## src/design/lcst_pkg.sv

```systemverilog
`timescale 1ns / 1ps
// Shared types and constants for the LRU cache set tracker.
// No dependencies; used by lcst_cell and lru_cache_set_tracker.

package lcst_pkg;

    // Request modes
    localparam logic [2:0] MODE_CHECK  = 3'd0;
    localparam logic [2:0] MODE_READ   = 3'd1;
    localparam logic [2:0] MODE_UPDATE = 3'd2;
    localparam logic [2:0] MODE_ADD    = 3'd3;
    localparam logic [2:0] MODE_INVAL  = 3'd4;

    // Field widths fixed by the interface
    localparam int MODE_W  = 3;
    localparam int KEY_W   = 32;
    localparam int STATE_W = 3;
    localparam int HELD_W  = 4;
    localparam int AW_W    = 4;

    // Sized for the largest supported set (64 ways)
    localparam int MAX_IDX_W = 6;
    localparam int MAX_CNT_W = 7;

    // Per-beat control broadcast from the top level to every cell
    typedef struct packed {
        logic                 drop_en;   // remove one line and close the gap
        logic                 drop_all;  // remove the oldest line (evict)
        logic                 load_en;   // write a line at load_idx
        logic [MAX_IDX_W-1:0] load_idx;
        logic [MAX_CNT_W-1:0] count;     // lines held before this beat
    } lcst_ctrl_t;

endpackage

```

## src/design/lcst_cell.sv

```systemverilog
`timescale 1ns / 1ps
// One recency slot of the set: tag and state storage, compare, and shift.
// Depends on lcst_pkg for the control struct and widths.

module lcst_cell #(
    parameter int IDX   = 0,
    parameter int TAG_W = 32
) (
    input  logic                         clk,
    input  lcst_pkg::lcst_ctrl_t         ctrl,
    input  logic [TAG_W-1:0]             key_tag,
    input  logic [lcst_pkg::STATE_W-1:0] load_state,
    input  logic [TAG_W-1:0]             up_tag,
    input  logic [lcst_pkg::STATE_W-1:0] up_state,
    input  logic                         prefix_in,
    input  logic [lcst_pkg::STATE_W-1:0] pick_in,
    output logic [TAG_W-1:0]             tag_q,
    output logic [lcst_pkg::STATE_W-1:0] state_q,
    output logic                         prefix_out,
    output logic [lcst_pkg::STATE_W-1:0] pick_out
);

    logic [TAG_W-1:0]             tag_reg;
    logic [TAG_W-1:0]             tag_next;
    logic [lcst_pkg::STATE_W-1:0] state_reg;
    logic [lcst_pkg::STATE_W-1:0] state_next;
    logic                         live;
    logic                         hit_here;
    logic                         first;
    logic                         shift;
    logic                         load;

    assign live       = lcst_pkg::MAX_CNT_W'(IDX) < ctrl.count;
    assign hit_here   = live && (tag_reg == key_tag);
    assign first      = hit_here && !prefix_in;
    assign prefix_out = prefix_in | hit_here;
    assign pick_out   = pick_in | (first ? state_reg : '0);

    // Slots at or above the dropped one take their newer neighbor
    assign shift = ctrl.drop_en && (ctrl.drop_all || prefix_out)
                   && (lcst_pkg::MAX_CNT_W'(IDX + 1) < ctrl.count);
    assign load  = ctrl.load_en && (ctrl.load_idx == lcst_pkg::MAX_IDX_W'(IDX));

    always_comb
    begin
        tag_next   = tag_reg;
        state_next = state_reg;
        if (load)
        begin
            tag_next   = key_tag;
            state_next = load_state;
        end
        else if (shift)
        begin
            tag_next   = up_tag;
            state_next = up_state;
        end
    end

    always_ff @(posedge clk)
    begin
        tag_reg   <= tag_next;
        state_reg <= state_next;
    end

    assign tag_q   = tag_reg;
    assign state_q = state_reg;

endmodule

```

## src/design/lru_cache_set_tracker.sv

```systemverilog
`timescale 1ns / 1ps
// Top level of the LRU cache set tracker: handshake, count, control, cell row.
// Depends on lcst_pkg and lcst_cell.
//
//   Channel   Direction  Handshake            Payload
//   --------  ---------  -------------------  ------------------------------
//   request   in         in_valid / in_stall  mode, tag, line_state
//   result    out        out_valid/out_stall  found, lines_held
//   config    in         APB psel/penable     active_ways at byte address 0
//
// One beat per cycle while in_stall is low: the compare, oldest-match search
// and reorder all run through the cell row in the cycle the request beat is
// accepted, and the result lands in the output register on that edge.
// in_stall is raised only while a result waits and out_stall is high. Reset
// clears the line count, the output valid and sets active_ways to 8; tag and
// state storage is not reset and is never read before it is written.

module lru_cache_set_tracker #(
    parameter int WAYS     = 8,
    parameter int TAG_BITS = 32
) (
    input  logic                            clk,
    input  logic                            rst_n,
    // request channel
    input  logic                            in_valid,
    output logic                            in_stall,
    input  logic [lcst_pkg::MODE_W-1:0]     mode,
    input  logic [lcst_pkg::KEY_W-1:0]      tag,
    input  logic [lcst_pkg::STATE_W-1:0]    line_state,
    // result channel
    output logic                            out_valid,
    input  logic                            out_stall,
    output logic                            found,
    output logic [lcst_pkg::HELD_W-1:0]     lines_held,
    // configuration port
    input  logic                            psel,
    input  logic                            penable,
    input  logic                            pwrite,
    input  logic [1:0]                      paddr,
    input  logic [31:0]                     pwdata,
    output logic [31:0]                     prdata,
    output logic                            pready
);

    localparam int CNT_W = $clog2(WAYS + 1);
    localparam int CMP_W = CNT_W + lcst_pkg::AW_W;

    // Configuration register
    logic [lcst_pkg::AW_W-1:0] ways_reg;
    logic [lcst_pkg::AW_W-1:0] ways_eff;
    logic                      cfg_wr;

    // Handshake and result register
    logic                          accept;
    logic                          out_valid_reg;
    logic                          out_valid_next;
    logic                          found_reg;
    logic [lcst_pkg::HELD_W-1:0]   held_reg;

    // Line count
    logic [CNT_W-1:0] count_reg;
    logic [CNT_W-1:0] count_next;
    logic [CNT_W-1:0] count_mid;

    // Request decode
    logic [TAG_BITS-1:0]            key;
    logic                           hit;
    logic                           full;
    logic                           is_read;
    logic                           is_update;
    logic                           is_add;
    logic                           is_inval;
    logic                           touch;
    logic                           drop;
    logic                           load;
    logic [lcst_pkg::STATE_W-1:0]   load_state;
    lcst_pkg::lcst_ctrl_t           ctrl;

    // Cell row wiring; index WAYS is the chain terminator
    logic [TAG_BITS-1:0]          tag_row    [0:WAYS];
    logic [lcst_pkg::STATE_W-1:0] state_row  [0:WAYS];
    logic                         prefix_row [0:WAYS];
    logic [lcst_pkg::STATE_W-1:0] pick_row   [0:WAYS];

    // ---------------------------------------------------------------
    // APB: always ready, one register at word 0
    // ---------------------------------------------------------------
    assign pready = 1'b1;
    assign cfg_wr = psel && penable && pwrite && pready;
    assign prdata = (paddr == '0) ? {{(32 - lcst_pkg::AW_W){1'b0}}, ways_reg} : '0;

    always_ff @(posedge clk or negedge rst_n)
    begin
        if (!rst_n)
            ways_reg <= lcst_pkg::AW_W'(8);
        else if (cfg_wr)
            ways_reg <= pwdata[lcst_pkg::AW_W-1:0];
    end

    // A zero limit behaves as one; a limit above WAYS is capped by also
    // comparing the count against WAYS
    assign ways_eff = (ways_reg == '0) ? lcst_pkg::AW_W'(1) : ways_reg;
    assign full     = (CMP_W'(count_reg) >= CMP_W'(WAYS))
                      || (CMP_W'(count_reg) >= CMP_W'(ways_eff));

    // ---------------------------------------------------------------
    // Handshake: hold input while a result waits on a stalled output
    // ---------------------------------------------------------------
    assign in_stall = out_valid_reg && out_stall;
    assign accept   = in_valid && !in_stall;

    // ---------------------------------------------------------------
    // Key: keep the low TAG_BITS, or zero-extend a wider store
    // ---------------------------------------------------------------
    generate
        if (TAG_BITS <= lcst_pkg::KEY_W)
        begin : g_key_narrow
            assign key = tag[TAG_BITS-1:0];
        end
        else
        begin : g_key_wide
            assign key = {{(TAG_BITS - lcst_pkg::KEY_W){1'b0}}, tag};
        end
    endgenerate

    // ---------------------------------------------------------------
    // Decode; unused codes fall through as a check
    // ---------------------------------------------------------------
    always_comb
    begin
        is_read   = 1'b0;
        is_update = 1'b0;
        is_add    = 1'b0;
        is_inval  = 1'b0;
        case (mode)
            lcst_pkg::MODE_READ:   is_read   = 1'b1;
            lcst_pkg::MODE_UPDATE: is_update = 1'b1;
            lcst_pkg::MODE_ADD:    is_add    = 1'b1;
            lcst_pkg::MODE_INVAL:  is_inval  = 1'b1;
            default:               ;
        endcase
    end

    assign hit   = prefix_row[WAYS];
    assign touch = (is_read || is_update) && hit;

    // Drop the match on touch/invalidate, or evict the oldest when an add
    // finds the set full. An add always has room after the eviction.
    assign drop = accept && (touch || (is_inval && hit)
                             || (is_add && full && (count_reg != '0)));
    assign load = accept && (touch || is_add);

    assign count_mid  = count_reg - CNT_W'(drop);
    assign load_state = is_read ? pick_row[WAYS] : line_state;

    always_comb
    begin
        ctrl.drop_en  = drop;
        ctrl.drop_all = is_add;
        ctrl.load_en  = load;
        ctrl.load_idx = lcst_pkg::MAX_IDX_W'(count_mid);
        ctrl.count    = lcst_pkg::MAX_CNT_W'(count_reg);
    end

    assign count_next = count_mid + CNT_W'(load);

    // ---------------------------------------------------------------
    // Cell row, oldest at index 0; the match search chains upward
    // ---------------------------------------------------------------
    assign prefix_row[0] = 1'b0;
    assign pick_row[0]   = '0;
    assign tag_row[WAYS]   = '0;
    assign state_row[WAYS] = '0;

    generate
        for (genvar i = 0; i < WAYS; i++)
        begin : g_cell
            lcst_cell #(
                .IDX   (i),
                .TAG_W (TAG_BITS)
            ) u_cell (
                .clk        (clk),
                .ctrl       (ctrl),
                .key_tag    (key),
                .load_state (load_state),
                .up_tag     (tag_row[i+1]),
                .up_state   (state_row[i+1]),
                .prefix_in  (prefix_row[i]),
                .pick_in    (pick_row[i]),
                .tag_q      (tag_row[i]),
                .state_q    (state_row[i]),
                .prefix_out (prefix_row[i+1]),
                .pick_out   (pick_row[i+1])
            );
        end
    endgenerate

    // ---------------------------------------------------------------
    // Count and result register
    // ---------------------------------------------------------------
    assign out_valid_next = accept ? 1'b1 : (out_valid_reg && out_stall);

    always_ff @(posedge clk or negedge rst_n)
    begin
        if (!rst_n)
        begin
            count_reg     <= '0;
            out_valid_reg <= 1'b0;
        end
        else
        begin
            out_valid_reg <= out_valid_next;
            if (accept)
                count_reg <= count_next;
        end
    end

    // Advance the result payload only on an accepted beat
    always_ff @(posedge clk)
    begin
        if (accept)
        begin
            found_reg <= hit;
            held_reg  <= lcst_pkg::HELD_W'(count_next);
        end
    end

    assign out_valid  = out_valid_reg;
    assign found      = found_reg;
    assign lines_held = held_reg;

endmodule

```

## config.mk

```make
export PLATFORM = sky130hd
export DESIGN_NAME = lru_cache_set_tracker
export DESIGN_NICKNAME = d
export VERILOG_FILES = /design/src/design/lcst_pkg.sv /design/src/design/lcst_cell.sv /design/src/design/lru_cache_set_tracker.sv
export SDC_FILE = /design/constraint.sdc
export NUM_CORES = 1
export LEC_CHECK = 0
export ABC_AREA = 1
export BUFFER_PORTS_ARGS = -buffer_cell sky130_fd_sc_hd__buf_2
export CORE_MARGIN = 5
export CORE_UTILIZATION = 30
export DETAILED_ROUTE_END_ITERATION = 16
export PLACE_DENSITY = 0.43
export SLEW_MARGIN = 20
export SYNTH_ARGS = -nofsm -noshare
export SYNTH_HDL_FRONTEND = slang
export SYNTH_SLANG_ARGS = --single-unit
```

## constraint.sdc

```tcl
create_clock -name clk -period 6.5 [get_ports clk]
set_clock_uncertainty 0.05 [all_clocks]
set_input_delay 0.325 -clock clk [delete_from_list [all_inputs] [get_ports clk]]
set_output_delay 0.325 -clock clk [all_outputs]
set_load 0.02 [all_outputs]
```

---- Word level (Yosys, flattened, before mapping) ----
Index checks and enable logic that the tools add are counted.
operators by class
  $add $sub $neg .......................... 2
  multipliers ............................. 0
  div/mod/pow operators ................... 0
  order comparisons ....................... 11
  equal/unequal tests ..................... 19
  shifts and indexed selects .............. 0
  muxes and demuxes ....................... 23
  bitwise operators ....................... 7
  reduce and logical (&&, ||, !) cells .... 68
operators by type and width
  kind                                                                         count
  32-bit two-way mux                                                           16
  32-bit equality test                                                         8
  1-bit logical AND                                                            42
  4-bit by 3-bit equality test with 1-bit output, second input constant        4
  3-bit by 4-bit less-than comparator with 1-bit output, first input constant  4
  2-bit nonzero test                                                           8
  1-bit logical OR                                                             13
  4-bit by 2-bit equality test with 1-bit output, second input constant        2
  1-bit by 4-bit less-than comparator with 1-bit output, first input constant  2
  2-bit by 4-bit less-than comparator with 1-bit output, first input constant  2
  4-bit two-way mux                                                            2
  1-bit bitwise OR                                                             7
  3-bit by 2-bit equality test with 1-bit output, second input constant        2
  6-bit logical NOT                                                            1
  1-bit two-way mux                                                            5
  4-bit by 1-bit adder with 4-bit output                                       1
  4-bit by 1-bit equality test with 1-bit output, second input constant        1
  4-bit >= comparator                                                          1
  4-bit >= comparator, second input constant                                   1
  4-bit logical NOT                                                            1
  4-bit less-than comparator, first input constant                             1
  4-bit nonzero test                                                           1
  4-bit by 1-bit subtractor with 4-bit output                                  1
  3-bit by 1-bit equality test with 1-bit output, second input constant        1
  3 further kinds                                                              3
word-level totals
  register bits after elaboration ......... 270
  latch bits .............................. 0
  memory bits (writable) .................. 0
  bits in read-only memories .............. 0
  word-level logic and storage cells ...... 143
  memories ................................ 0

---- Logic depth before layout (Yosys ltp) ----
Gate-level depths: netlist (run 1).
  word-level depth ........................ 17
  mapped depth ............................ 26
  gate-level depth less buffers ........... 24

---- Modules after synthesis ----
Synthesis (run 1) repeated with hierarchy kept, for this count alone.
second synthesis, totals
  cells, all modules ...................... 1,849
  area, all modules ....................... 18,256.3 um^2
by module, submodules not included
  module                         times used  cells each  area each (um^2)  seq. area each (um^2)
  lcst_cell at g_cell[4].u_cell  1           227         2,204.6           1,051.0
  lcst_cell at g_cell[1].u_cell  1           203         2,165.8           1,051.0
  lcst_cell at g_cell[2].u_cell  1           210         2,149.6           1,051.0
  lcst_cell at g_cell[0].u_cell  1           208         2,148.3           1,051.0
  lcst_cell at g_cell[7].u_cell  1           203         2,143.3           1,051.0
  lcst_cell at g_cell[6].u_cell  1           198         2,135.8           1,051.0
  lcst_cell at g_cell[5].u_cell  1           227         2,089.5           1,051.0
  lcst_cell at g_cell[3].u_cell  1           227         2,083.2           1,051.0
  lru_cache_set_tracker          1           146         1,136.1           376.6

---- Worst setup path before layout (run 1) ----
No wires, ideal clock.
  kind .................................... reg-to-reg
  start point ............................. register ways_reg[2] (netlist name)
  end point ............................... register g_cell[4].u_cell.tag_reg[0], enable pin
  library setup time ...................... 0.389 ns
  arrival time ............................ 4.166 ns
  required time ........................... 6.061 ns
  path slack .............................. 1.895 ns
  stages on the path, launching flop included .. 17
  path through ............................ dfrtp_1 > o31ai_1 > ha_1 > o21a_1 > o21a_1 > o21a_1 > o311ai_0 > a21boi_0 > ha_1 > ha_1 > or2_2 > nand2_1 > nand2_1 > nor3_1 > nand3_1 > buf_2 > nand2_1
between the ends
  longest elaborated chain between the ends .. 12
  elaborated cells between the ends (all ways) .. 14
  those cells by class .................... add/sub (1); order compare (1); eq/ne (1); mux (1); reduce/logical (10)
ends and longest elaborated chain
  what                                            RTL line                      RTL
  start: declaration                              lru_cache_set_tracker.sv:49   logic [lcst_pkg::AW_W-1:0] ways_reg;
  start signal: assignment                        lru_cache_set_tracker.sv:95   ways_reg <= lcst_pkg::AW_W'(8);
  start signal: assignment                        lru_cache_set_tracker.sv:97   ways_reg <= pwdata[lcst_pkg::AW_W-1:0];
  4-bit logical NOT                               lru_cache_set_tracker.sv:102  assign ways_eff = (ways_reg == '0) ? lcst_pkg::AW_W'(1) : ways_reg;
  4-bit two-way mux (*)                           lru_cache_set_tracker.sv:102
  4-bit >= comparator (*)                         lru_cache_set_tracker.sv:104  || (CMP_W'(count_reg) >= CMP_W'(ways_eff));
  1-bit logical OR (*)                            lru_cache_set_tracker.sv:104
  1-bit logical AND (*) (2 in a row)              lru_cache_set_tracker.sv:150  || (is_add && full && (count_reg != '0)));
  1-bit logical OR (*)                            lru_cache_set_tracker.sv:150
  1-bit logical AND (*)                           lru_cache_set_tracker.sv:149  assign drop = accept && (touch || (is_inval && hit)
  4-bit by 1-bit subtractor with 4-bit output     lru_cache_set_tracker.sv:153  assign count_mid = count_reg - CNT_W'(drop);
  4-bit by 3-bit equality test with 1-bit output  lcst_cell.sv:42               assign load = ctrl.load_en && (ctrl.load_idx == lcst_pkg::MAX_IDX_W'(IDX));
  1-bit logical AND                               lcst_cell.sv:42
  2-bit nonzero test (no source line) (*)         --
  end signal: assignment                          lcst_cell.sv:62               tag_reg <= tag_next;
  end: declaration                                lcst_cell.sv:23               logic [TAG_W-1:0] tag_reg;
Every way passes the cells marked *; elsewhere a longest branch is shown, timed or not.
A chain may end at the register's enable or synchronous reset.

---- Worst setup path in the final report (run 1) ----
  start point ............................. register count_reg[3]
  end point ............................... register g_cell[7].u_cell.tag_reg[19], enable pin
between the ends
  longest elaborated chain between the ends .. 17
  elaborated cells between the ends (all ways) .. 44
  those cells by class .................... add/sub (1); order compare (11); eq/ne (1); bitwise (7); reduce/logical (24)
ends and longest elaborated chain
  what                                                   RTL line                                                    RTL
  start: declaration                                     lru_cache_set_tracker.sv:61                                 logic [CNT_W-1:0] count_reg;
  start signal: assignment                               lru_cache_set_tracker.sv:214                                count_reg <= count_next;
  1-bit by 4-bit less-than comparator with 1-bit output  lcst_cell.sv:33                                             assign live = lcst_pkg::MAX_CNT_W'(IDX) < ctrl.count;
  1-bit logical AND                                      lcst_cell.sv:34                                             assign hit_here = live && (tag_reg == key_tag);
  1-bit bitwise OR (6 in a row)                          lcst_cell.sv:36                                             assign prefix_out = prefix_in | hit_here;
  1-bit bitwise OR (*)                                   lcst_cell.sv:36
  named net g_cell[7].u_cell.prefix_out                  lcst_cell.sv:19                                             output logic prefix_out,
  1-bit logical AND, on equally long branches            lru_cache_set_tracker.sv:145, lru_cache_set_tracker.sv:149
  1-bit logical OR                                       lru_cache_set_tracker.sv:149
  1-bit logical OR                                       lru_cache_set_tracker.sv:150
  1-bit logical AND                                      lru_cache_set_tracker.sv:149
  4-bit by 1-bit subtractor with 4-bit output            lru_cache_set_tracker.sv:153
  4-bit by 3-bit equality test with 1-bit output         lcst_cell.sv:42
  1-bit logical AND                                      lcst_cell.sv:42
  2-bit nonzero test (no source line) (*)                --
  end signal: assignment                                 lcst_cell.sv:62
  end: declaration                                       lcst_cell.sv:23
The timed path passes the listed nets; every way through them passes the cells marked *.

==> results.txt, run 1 <==
Status = finished, final reports clean
Total of max-cap violations = 0
1st-pass router iterations = 6
First-pass GRT wire length = 83.2 mm
Critical Path End Type = flop
Cell with the most instances after synthesis = nand2_1
Crit Path Max Fanout = 33
Setup tns final = 0 ns
Via count = 13402
ANT nets after route = 0
DRC viols = 0
Number of global-route vias before repair = 12921
Synth Flop Type = edfxtp_1
Slew HR = 0.223
CTS Sinks = 270
Initial antenna violation count = 4
# hold bufs at CTS = 6
Slew Viols, Final = 0
Power density over cell area = 244 nW/um2
Wire length per cell = 20.8 um
Post-layout min period = 5.10 ns
Reg clk slew, reported paths = 0.05 ns
Crit share post-route = 0.785
Tightest Pin Transition = 1.17 ns
Top cells by area, synth = edfxtp_1, nand2_1, nand4_1, xnor2_1, nor2_1
Share of layout cells above drive strength 1 = 0.0965
Grt ovf = 0
CP Launch Type = flop
Clock buffer count from CTS = 36
Detailed Place HPWL = 41.9 mm
Largest net degree at the start of global routing = 106
Mean area per synthesized cell = 8.43 um2
Nets@finish = 2047
Leak pwr = 7.57 nW
Synthesized area = 16500 um2
Postcts setup bufs = 0
Fmax = 196 MHz
Vias per inst = 4.99
Pre-CTS setup slack = 1.08 ns
Yosys top cell area share = 0.474
Hold_ws = 0.0333 ns
Multi-input logic area = 7200 um2
DRT Wirelength = 55.8 mm
Syn-to-layout area delta = 10.2%
Register area = 8060 um2
Worst Reg-to-Reg Cells = 24
Distinct cells, synth = 47
Max reg flops = 256
FP Rows = 86
YS warnings = 0
Asr flop ratio synth = 0.0333
Critical path class = reg2reg
Worst hold path stage count = 3
# setup viols final = 0
Synth area leader = edfxtp_1
Total GRT Usage = 0.182
Post-synth EDFFs = 261
Fin worst setup slack = 1.40 ns
Root Driver = clkbuf_16
Hold Path Class = in2reg
Peak VDD IR = 130 uV
Initial DRC Count = 941
Die Y = 245 um
Post_cts resized = 0
PortBufs = 58
Clk_lat worst skew = 0.54 ns
Post-synth top cells = nand2_1, edfxtp_1, nand4_1, nor2_1, xnor2_1
Sequential area share after synthesis = 0.487
I/O Pins = 119
Final hold violation count = 0
Filler Cells Inserted = 5723
WP data required = 6.63 ns
CTS tree = done
Worst Path Arrival = 5.23 ns
Unrepaired setup endpoints after global routing = no
Synth Instances = 1964
#FFs+latches synth = 270
Die boundary width = 245 um
Clk buf depth = 3
Gpl congestion = 0.890
Initial Utilization = 0.302
Core footprint = 54900 um2
Htree depth = 2
Die area = 60000 um2
-- cell families (layout without fill, tap and decap cells) --
family | after synthesis | in the layout | synth area share
flops | 270 | 270 | 0.487
fa+ha+maj | 8 | 8 | 0.00605
simple gates | 1187 | 1187 | 0.320
buf+inv | 283 | 271 | 0.0870
other cells | 2 | 33 | 0.000454
compound gates | 82 | 82 | 0.0294
xor+xnor | 132 | 132 | 0.0699
-- layer usage --
metal  track usage  vias to the layer above  part of all wire
li1              -                     6590                 -
met1         0.255                     6326              0.46
met2         0.288                      389              0.45
met4        0.0734                        0             0.039
met5             0                        -                 0
met3        0.0211                       97             0.049
-- worst max-delay path, stage by stage (launching register included) --
cell and delay (ns):
dfrtp_1 0.54, nor2_2 0.25, inv_1 0.15, nor2_1 0.15, inv_1 0.11, nand2_1 0.08, nor2_1 0.04, nand3_1 0.07
nor2_1 0.08, nor2_4 0.13, nand4_1 0.18, nor2_2 0.19, nand3_2 0.13, o21ai_0 0.13, a21boi_0 0.12, ha_1 0.24
ha_1 0.20, or2_2 0.30, nand2_1 0.12, nand2_1 0.14, nor3_1 0.40, nand3_2 0.11, buf_4 0.30, nand2_1 0.12
buf_4 0.40
-- cell type report --
class                           instances  share of cell area
Timing Repair Buffer                  103              0.0353
Sequential cell                       270               0.442
Tap cell                              704              0.0483
Multi-Input combinational cell       1438               0.395
Clock buffer                           48              0.0536
Inverter                              111              0.0229
Antenna cell                            4            0.000549
Clock inverter                          9             0.00220
-- metrics by stage --
stage                     cell area, um2  instances   util  total power [mW]
after floorplan                    16600       1991      -              2.45
after global placement             17100       2620  0.312              2.70
after detailed placement           17100       2620  0.312              2.70
after CTS                          18200       2683  0.332              4.50
after global routing               18200       2684  0.332              4.63
final                              18200       2687  0.332              4.45
-- layout by cell type (no fill, tap or decap), types with 14 or more instances in the layout --
master	netlist	layout
buf_2	64	58
buf_4	41	39
clkbuf_16	0	37
conb_1	2	29
edfxtp_1	261	261
inv_1	97	97
inv_2	14	14
nand2_1	715	715
nand3_1	38	38
nand4_1	245	245
nor2_1	124	123
o21ai_0	38	38
or2_2	19	19
xnor2_1	98	98
xor2_1	34	34
-- power breakdown --
group	switching, mW	total [mW]	leakage [nW]	internal (mW)
combinational	0.556	0.717	4.54	0.161
sequential	0.0296	1.96	2.53	1.93
clock	0.730	1.77	0.501	1.04
total	1.32	4.45	7.57	3.13
-- worst paths after layout --
| check | from | end | slack [ns] |
|---|---|---|---|
| setup / recovery | count_reg[3] | g_cell[7].u_cell.tag_q[19] | 1.40 |
| hold / removal | pwdata[1] | ways_reg[1] | 0.03 |
| setup reg to reg | count_reg[3] | g_cell[7].u_cell.tag_q[19] | 1.40 |
| hold reg to reg | g_cell[1].u_cell.tag_q[14] | g_cell[0].u_cell.tag_q[14] | 0.50 |
| max in group asynchronous | rst_n | ways_reg[3] | 6.00 |
| min in group asynchronous | rst_n | ways_reg[0] | 0.14 |
No activity file was read; power rests on OpenSTA's default activity.
==> run 2: changes to the inputs <==
Clock period 6.5 ns to 5.34 ns, I/O delays scaled along.
==> results.txt, run 2 (synthesis results as in run 1) <==
Status = finished, final reports clean
Most common cell after layout, fill and taps aside = nand2_1
I/O Pins = 119 (unchanged)
Critical Path End Type = flop
Gpl congestion = 0.900 (+1.1%)
Tightest Pin Transition = 1.13 ns (-0.0342 ns)
WP data required = 5.51 ns (-1.12 ns)
Crit share post-route = 0.875 (+0.0902)
Initial Utilization = 0.302 (unchanged)
Die boundary width = 245 um (unchanged)
Setup tns final = 0 ns (unchanged)
Vias per inst = 4.99 (about the same)
Total of max-cap violations = 0 (unchanged)
Filler Cells Inserted = 5750 (+0.47%)
Hold Path Class = in2async
Nets@finish = 2068 (+1.0%)
Slew HR = 0.246 (+0.0228)
Die area = 60000 um2 (unchanged)
Fmax = 214 MHz (+9.2%)
Max reg flops = 256 (unchanged)
DRT Wirelength = 56.0 mm (+0.28%)
Power density over cell area = 298 nW/um2 (+22%)
Final Core Density = 0.337 (+0.00445)
RR Endpoint = g_cell[7].u_cell.tag_q[30]
Total GRT Usage = 0.183 (+0.000937)
Postcts setup bufs = 0 (unchanged)
Clock buffer count from CTS = 36 (unchanged)
Worst Path Arrival = 4.85 ns (-0.38 ns)
Hold_ws = 0.0679 ns (+0.0346 ns)
Via count = 13518 (+0.87%)
Crit path max-delay cell type = dfrtp_1
Most frequent cells in the layout = nand2_1, edfxtp_1, nand4_1, nor2_1, xnor2_1
# hold bufs at CTS = 7 (+1)
Clk_lat worst skew = 0.54 ns (about the same)
Cells after DPL = 2640 (+0.76%)
Initial antenna violation count = 3 (-1)
DRC viols = 0 (unchanged)
Syn-to-layout area delta = 11.6%
PortBufs = 58 (unchanged)
FP Rows = 86 (unchanged)
CTS tree = done
Largest delay share family, worst path = simple AND/OR/NAND/NOR gates
ANT nets after route = 0 (unchanged)
Post-layout min period = 4.67 ns (-0.429 ns)
Worst Reg-to-Reg Cells = 23 (-4.2%)
Root Driver = clkbuf_16
Largest net degree at the start of global routing = 103 (-2.8%)
Detailed Place HPWL = 42.2 mm (+0.71%)
Htree depth = 2 (unchanged)
CP Launch Type = flop
Post_cts resized = 0 (unchanged)
Unrepaired setup endpoints after global routing = no
Worst Path Buf+Inv = 3 (-1)
Critical Path Most Common Cell = nand2_1
CP max stage delay = 0.52 ns (-0.02 ns)
Register area = 8060 um2 (unchanged)
Share of layout cells above drive strength 1 = 0.107 (+0.0103)
Number of global-route vias before repair = 12920 (-0.0077%)
First-pass GRT wire length = 83.3 mm (about the same)
CTS Sinks = 270 (unchanged)
R2r setup slk = 0.67 ns (-0.73 ns)
Wire length per cell = 20.7 um (-0.58%)
CP Cell Sequence = nor2_2 -> inv_1 -> nor2_1 -> inv_1 -> nand2_1 -> nor2_1 -> nand3_1 -> nor2_1 -> nor2_4 -> nand4_1 -> nor2_2 -> nand3_2 -> o21ai_0 -> a21boi_0 -> ha_1 -> ha_1 -> or2_2 -> nand2_1 -> nand2_1 -> nor3_1 -> nand3_2 -> nand2_1 -> buf_12
1st-pass router iterations = 5 (-1)
Crit Reg-Reg Startpoint = count_reg[3]
Final hold violation count = 0 (unchanged)
Clk buf depth = 3 (unchanged)
Peak VDD IR = 163 uV (+26%)
Multi-input logic area = 7200 um2 (unchanged)
Critical path class = reg2reg
# setup viols final = 0 (unchanged)
Reg clk slew, reported paths = 0.06 ns (about the same)
Die Y = 245 um (unchanged)
Core footprint = 54900 um2 (unchanged)
Slew Viols, Final = 0 (unchanged)
Leak pwr = 7.70 nW (+1.8%)
Initial DRC Count = 1045 (+11%)
Crit Path Max Fanout = 32 (-3.0%)
Grt ovf = 0 (unchanged)
Finished Layout Cells = 2710 (+0.86%)
==> run 2: changes by cell type in the layout (fill, tap and decap cells not counted), sizes merged <==
cell         delta
buf            +20
bufinv          +1
clkbuf          -5
clkinv          +8
diode           -2
dlygate4sd3     +1
==> run 2: power by group <==
group / switching [mW] / leakage [nW] / internal [mW]
Clock: 0.930 / 0.523 / 1.30
Sequential: 0.0342 / 2.53 / 2.35
Combinational: 0.680 / 4.65 / 0.208
Total: 1.64 / 7.70 / 3.86
==> run 2: cell type report <==
cell class	instances	share of cell area
Antenna cell	2	0.000271
Clock buffer	43	0.0513
Tap cell	704	0.0477
Timing Repair Buffer	124	0.0462
Clock inverter	18	0.00582
Multi-Input combinational cell	1438	0.390
Sequential cell	270	0.437
Inverter	111	0.0226
==> run 2: layer usage <==
metal	share of wire	vias to the layer above	GRT usage
li1	-	6627	-
met5	0.00023	-	0
met3	0.060	113	0.0318
met2	0.44	422	0.284
met1	0.45	6354	0.251
met4	0.041	2	0.0797
==> run 2: how the worst max path moves through the flow <==
stage                            start                          to  slack [ns]  depth (start not counted)
after floorplan            ways_reg[2]   g_cell[4].u_cell.tag_q[0]        0.73                         16
after global placement          tag[2]   g_cell[7].u_cell.tag_q[0]        0.65                         24
after global routing      count_reg[3]   g_cell[7].u_cell.tag_q[6]        0.31                         23
after detailed placement       tag[31]  g_cell[1].u_cell.tag_q[18]        0.64                         23
final                     count_reg[3]  g_cell[7].u_cell.tag_q[30]        0.67                         23
after CTS                 count_reg[3]  g_cell[7].u_cell.tag_q[16]        0.69                         23
==> run 2: stage by stage <==
step           worst slack, ns  instance area, um2  total power, mW
2_1_floorplan            0.735               16600             2.98
3_3_place_gp             0.645               17300             3.29
3_5_place_dp             0.645               17300             3.30
4_1_cts                  0.689               18500             5.55
5_1_grt                  0.306               18500             5.74
6_report                 0.665               18500             5.50
